### src/hdl/handle_to_candidate_hash_map_core_macros.svh
// Assertion macros for the handle-to-candidate hash map core.
`ifndef HANDLE_TO_CANDIDATE_HASH_MAP_CORE_MACROS_SVH
`define HANDLE_TO_CANDIDATE_HASH_MAP_CORE_MACROS_SVH

`ifndef ASSERT_OFF
`define HCMAP_ASSERT(label, clk, rst_n, prop) \
  label: assert property (@(posedge clk) disable iff (!rst_n) (prop)) \
    else $error("hcmap assertion failed");
`define HCMAP_ASSERT_NEXT(label, clk, rst_n, ante, cons) \
  label: assert property (@(posedge clk) disable iff (!rst_n) (ante) |=> (cons)) \
    else $error("hcmap assertion failed");
`else
`define HCMAP_ASSERT(label, clk, rst_n, prop)
`define HCMAP_ASSERT_NEXT(label, clk, rst_n, ante, cons)
`endif

`endif

### src/hdl/hcmap_pkg.sv
// Shared types and constants of the handle-to-candidate hash map.
package hcmap_pkg;

  localparam int unsigned DEF_TABLE_BITS = 14;
  localparam int unsigned DEF_MAX_PROBE  = 64;
  localparam int unsigned DEF_CANDIDATES = 128;

  localparam int unsigned KEY_W  = 64;
  localparam int unsigned CAND_W = 8;
  localparam int unsigned OCC_W  = 15;

  localparam logic [KEY_W-1:0]  GOLDEN    = 64'h9E37_79B9_7F4A_7C15;
  localparam logic [CAND_W-1:0] CAND_NONE = 8'hFF;

  typedef enum logic [2:0] {
    OP_LOOKUP = 3'd0,
    OP_DEFINE = 3'd1,
    OP_COPY   = 3'd2,
    OP_UNMAP  = 3'd3,
    OP_CLEAR  = 3'd4
  } op_e;

  typedef enum logic [2:0] {
    S_INIT,
    S_IDLE,
    S_WALK,
    S_HASH,
    S_PROBE,
    S_WRITE,
    S_RESP
  } fsm_state_e;

endpackage

### src/hdl/hcmap_hash.sv
// Iterative home-slot hash: low 64 bits of key * golden ratio via one 32x32 multiplier.
module hcmap_hash import hcmap_pkg::*; #(
  parameter int unsigned TABLE_BITS = DEF_TABLE_BITS
) (
  input  logic                  clk_i,
  input  logic                  rst_ni,
  input  logic                  start_i,
  input  logic [KEY_W-1:0]      key_i,
  output logic                  done_o,
  output logic [TABLE_BITS-1:0] home_o
);

  localparam logic [2:0] PH_IDLE = 3'd0;
  localparam logic [2:0] PH_LAST = 3'd5;

  logic [2:0]       ph_q;
  logic [KEY_W-1:0] key_q;
  logic [31:0]      mul_a, mul_b;
  logic [63:0]      prod_q;
  logic [31:0]      acc_q;

  // Only bits 63:32 of the product are needed: lo*lo full, lo*hi and hi*lo low halves.
  always_comb begin
    mul_a = key_q[31:0];
    mul_b = GOLDEN[31:0];
    case (ph_q)
      3'd2:    mul_b = GOLDEN[63:32];
      3'd3:    mul_a = key_q[63:32];
      default: ;
    endcase
  end

  always_ff @(posedge clk_i or negedge rst_ni) begin
    if (!rst_ni) begin
      ph_q <= PH_IDLE;
    end else if (start_i) begin
      ph_q <= 3'd1;
    end else if (ph_q == PH_LAST) begin
      ph_q <= PH_IDLE;
    end else if (ph_q != PH_IDLE) begin
      ph_q <= ph_q + 3'd1;
    end
  end

  always_ff @(posedge clk_i) begin
    if (start_i) begin
      key_q <= key_i;
      acc_q <= '0;
    end else begin
      case (ph_q)
        3'd2:         acc_q <= acc_q + prod_q[63:32];
        3'd3, 3'd4:   acc_q <= acc_q + prod_q[31:0];
        default: ;
      endcase
    end
    prod_q <= mul_a * mul_b;
  end

  assign done_o = (ph_q == PH_LAST);
  assign home_o = acc_q[31 -: TABLE_BITS];

endmodule

### config.mk
export PLATFORM = sky130hd
export DESIGN_NAME = hcmap_hash
export DESIGN_NICKNAME = d
export VERILOG_FILES = /design/src/hdl/handle_to_candidate_hash_map_core_macros.svh /design/src/hdl/hcmap_pkg.sv /design/src/hdl/hcmap_hash.sv
export SDC_FILE = /design/constraint.sdc
export NUM_CORES = 2
export LEC_CHECK = 0
export BUFFER_PORTS_ARGS = -buffer_cell sky130_fd_sc_hd__buf_2
export CORE_ASPECT_RATIO = 2
export CORE_MARGIN = 4
export CORE_UTILIZATION = 40
export DETAILED_ROUTE_END_ITERATION = 10
export PLACE_DENSITY = 0.6
export SYNTH_ARGS = -nofsm -noshare
export SYNTH_HDL_FRONTEND = slang
export SYNTH_SLANG_ARGS = --single-unit
### constraint.sdc
create_clock -name clk_i -period 16.3 [get_ports clk_i]
set_input_delay 0 -clock clk_i [delete_from_list [all_inputs] [get_ports clk_i]]
set_output_delay 0 -clock clk_i [all_outputs]
set_load 0.005 [all_outputs]
==> reports/results.txt <==
Antenna violations before repair: 0
Number of global-route vias before repair: 26.4k
EDFF count, synth: 64
Dpl cells: 4451
Post-synth top area share: 35.8%
Post-synth top cells: 855 x inv_1, 576 x fa_1, 458 x ha_1
Bufs on Longest Clock Path: 2
Initial DRC count: 1153
Reg2reg end: prod_q[57]
Die height: 409 µm
Total track usage: 25.9%
Status: finished clean
Register-to-Register Setup Slack: 6.19 ns
Fin. Hold Viols: 0
Largest net degree at the start of global routing: 67
Min-delay worst type: in -> reg
Share of layout cells above drive strength 1: 5.79%
DPL Wire Length: 97300 µm
Peak Freq: 98.9 MHz
Filler cells: 7863
Io pins: 82
Multi-input logic area: 24700 µm²
Post-synthesis sequential area ratio: 12.2%
Synthesized area: 32200 µm²
Max_cap viols: 0
Crit path to: prod_q[57]
Overflow after GRT: 0
Synth top area cells: fa_1 36%, ha_1 18%, inv_1 10%
Critical path type: reg -> reg
Clock Pin Slew Worst Setup and Hold Paths: 0.09 ns
Area Overhead vs Synth: 8.69%
CTS tree: built
CP startpoint: ph_q[2]
Routed vias: 23.7k
Final Cycle Share: 62.0%
Critical Path Fanout Max: 33
Total routed wirelength: 110000 µm
WL per Instance: 24.1 µm
Final setup viols: 0
CP Capture Type: register
Most used DFF post-synth: dfxtp_1
Syn Inst Count: 3399
Synthesized flop and latch total: 163
Layout Cells excl Fill: 4550
Fin nets: 4595
Slew HR: 23.5%
Total negative slack: 0 ns
Share of synthesized registers carrying an async set or reset: 1.84%
Total clock sinks: 163
Period minus WS final: 10.11 ns
RSZ-0062 raised after global routing: false
Placement row count: 147
Detailed-route DRC error count: 0
Most common cell in the netlist: inv_1
Core Region: 80000 µm²
Crit path depth: 26
Yosys cell types: 77
Flip-flop and latch area: 3920 µm²
R2R depth: 26
Synthesis Warnings: 0
CP max-delay cell: mux2i_1
H-tree levels: 4
Die Wd: 209 µm
Clock Skews: 0.0263 ns
Syn avg cell area: 9.48 µm²
CTS Root Cell: clkbuf_16
First-pass GRT wire length: 161000 µm
Worst path max stage delay: 0.97 ns
Initial core utilization: 40.3%
Cts bufs inserted: 17
Gpl congestion: 1.01
CP Launch Type: register
Worst path bufs/invs: 6
Vias per Instance: 5.20
Die area: 85400 µm²
Worst Max-Slew Pin Slew: 1.15 ns
Skew-Pair Late Insertion Delay: 0.51 ns
Routed Antenna Nets: 0
Arr. time, crit path: 10.55 ns
Most frequent CP cell: fa_1
Detailed Routing Iterations Pass 1: 8
Max-slew violations: 0
I/O Buffers: 81
Crit path max-delay family: adder cells
Diodes inserted: 0
Worst EP required: 16.74 ns
Area leader, netlist: fa_1
Reg-to-Reg Start: ph_q[2]
-- cell type report --
type                       count  area share [%]
sequential                   163            11.2
inverter                     867            9.29
timing repair buffer         166            3.47
multi-input combinational   2279            70.5
clock inverter                13           0.529
tap                         1043            3.73
clock buffer                  19            1.30
-- worst min path at each step --
stage | start | depth (start not counted) | slack, ns | to
4_1_cts | key_i[19] | 2 | 0.16 | key_q[19]
2_1_floorplan | rst_ni | 0 | -0.30 | ph_q[0]
5_1_grt | key_i[19] | 2 | 0.19 | key_q[19]
6_report | key_i[59] | 2 | 0.20 | key_q[59]
3_3_place_gp | rst_ni | 1 | -0.20 | ph_q[0]
3_5_place_dp | rst_ni | 1 | -0.20 | ph_q[0]
-- layout by cell type, fill, tap and decap left out, types with 80 or more instances in the layout --
cell and count:
fa_1 576, nor2_1 147, o21ai_0 83, nand2_1 227, buf_2 80, dfxtp_1 96
inv_1 855, ha_1 457, a21oi_1 153, xnor2_1 125
-- flip-flops by register name, summed over array words and instances (netlist names) --
register  count
acc_q        32
key_q        64
ph_q          3
prod_q       64
-- logic make-up after synthesis --
family | after synthesis | synth area share (%)
compound gates | 456 | 8.77
xor+xnor | 155 | 4.21
fa+ha+maj | 1034 | 53.6
buf+inv | 989 | 11.7
flops | 163 | 12.2
mux | 66 | 2.21
other cells | 2 | 0.0233
simple gates | 534 | 7.33
-- what timing repair did --
action                                 in CTS  in global routing
hold buffers                               67                  0
buffers inserted                            0                  0
endpoints found under the hold margin      78                  0
gates resized for setup                     0                  0
-- per-stage QoR --
stage                     hold slack, ns  cell area (µm²)  setup slack [ns]  utilization (%)
after floorplan                   -0.296            32300              7.37                -
final                              0.199            35000              6.19             43.8
after global placement            -0.198            33700              6.26             42.1
after CTS                          0.165            35000              6.22             43.8
after detailed placement          -0.198            33700              6.24             42.1
after global routing               0.193            35000              5.72             43.8
-- metal layers --
layer / GRT usage, % / wire, µm
met1: 22.2 / 31900
met2: 48.2 / 59000
met3: 2.91 / 3200
met4: 28.2 / 15700
met5: 0 / 0
Power is left out: the tool's default activity adds up to more than one toggle a clock period on the data nets, which glitch-free logic cannot reach.
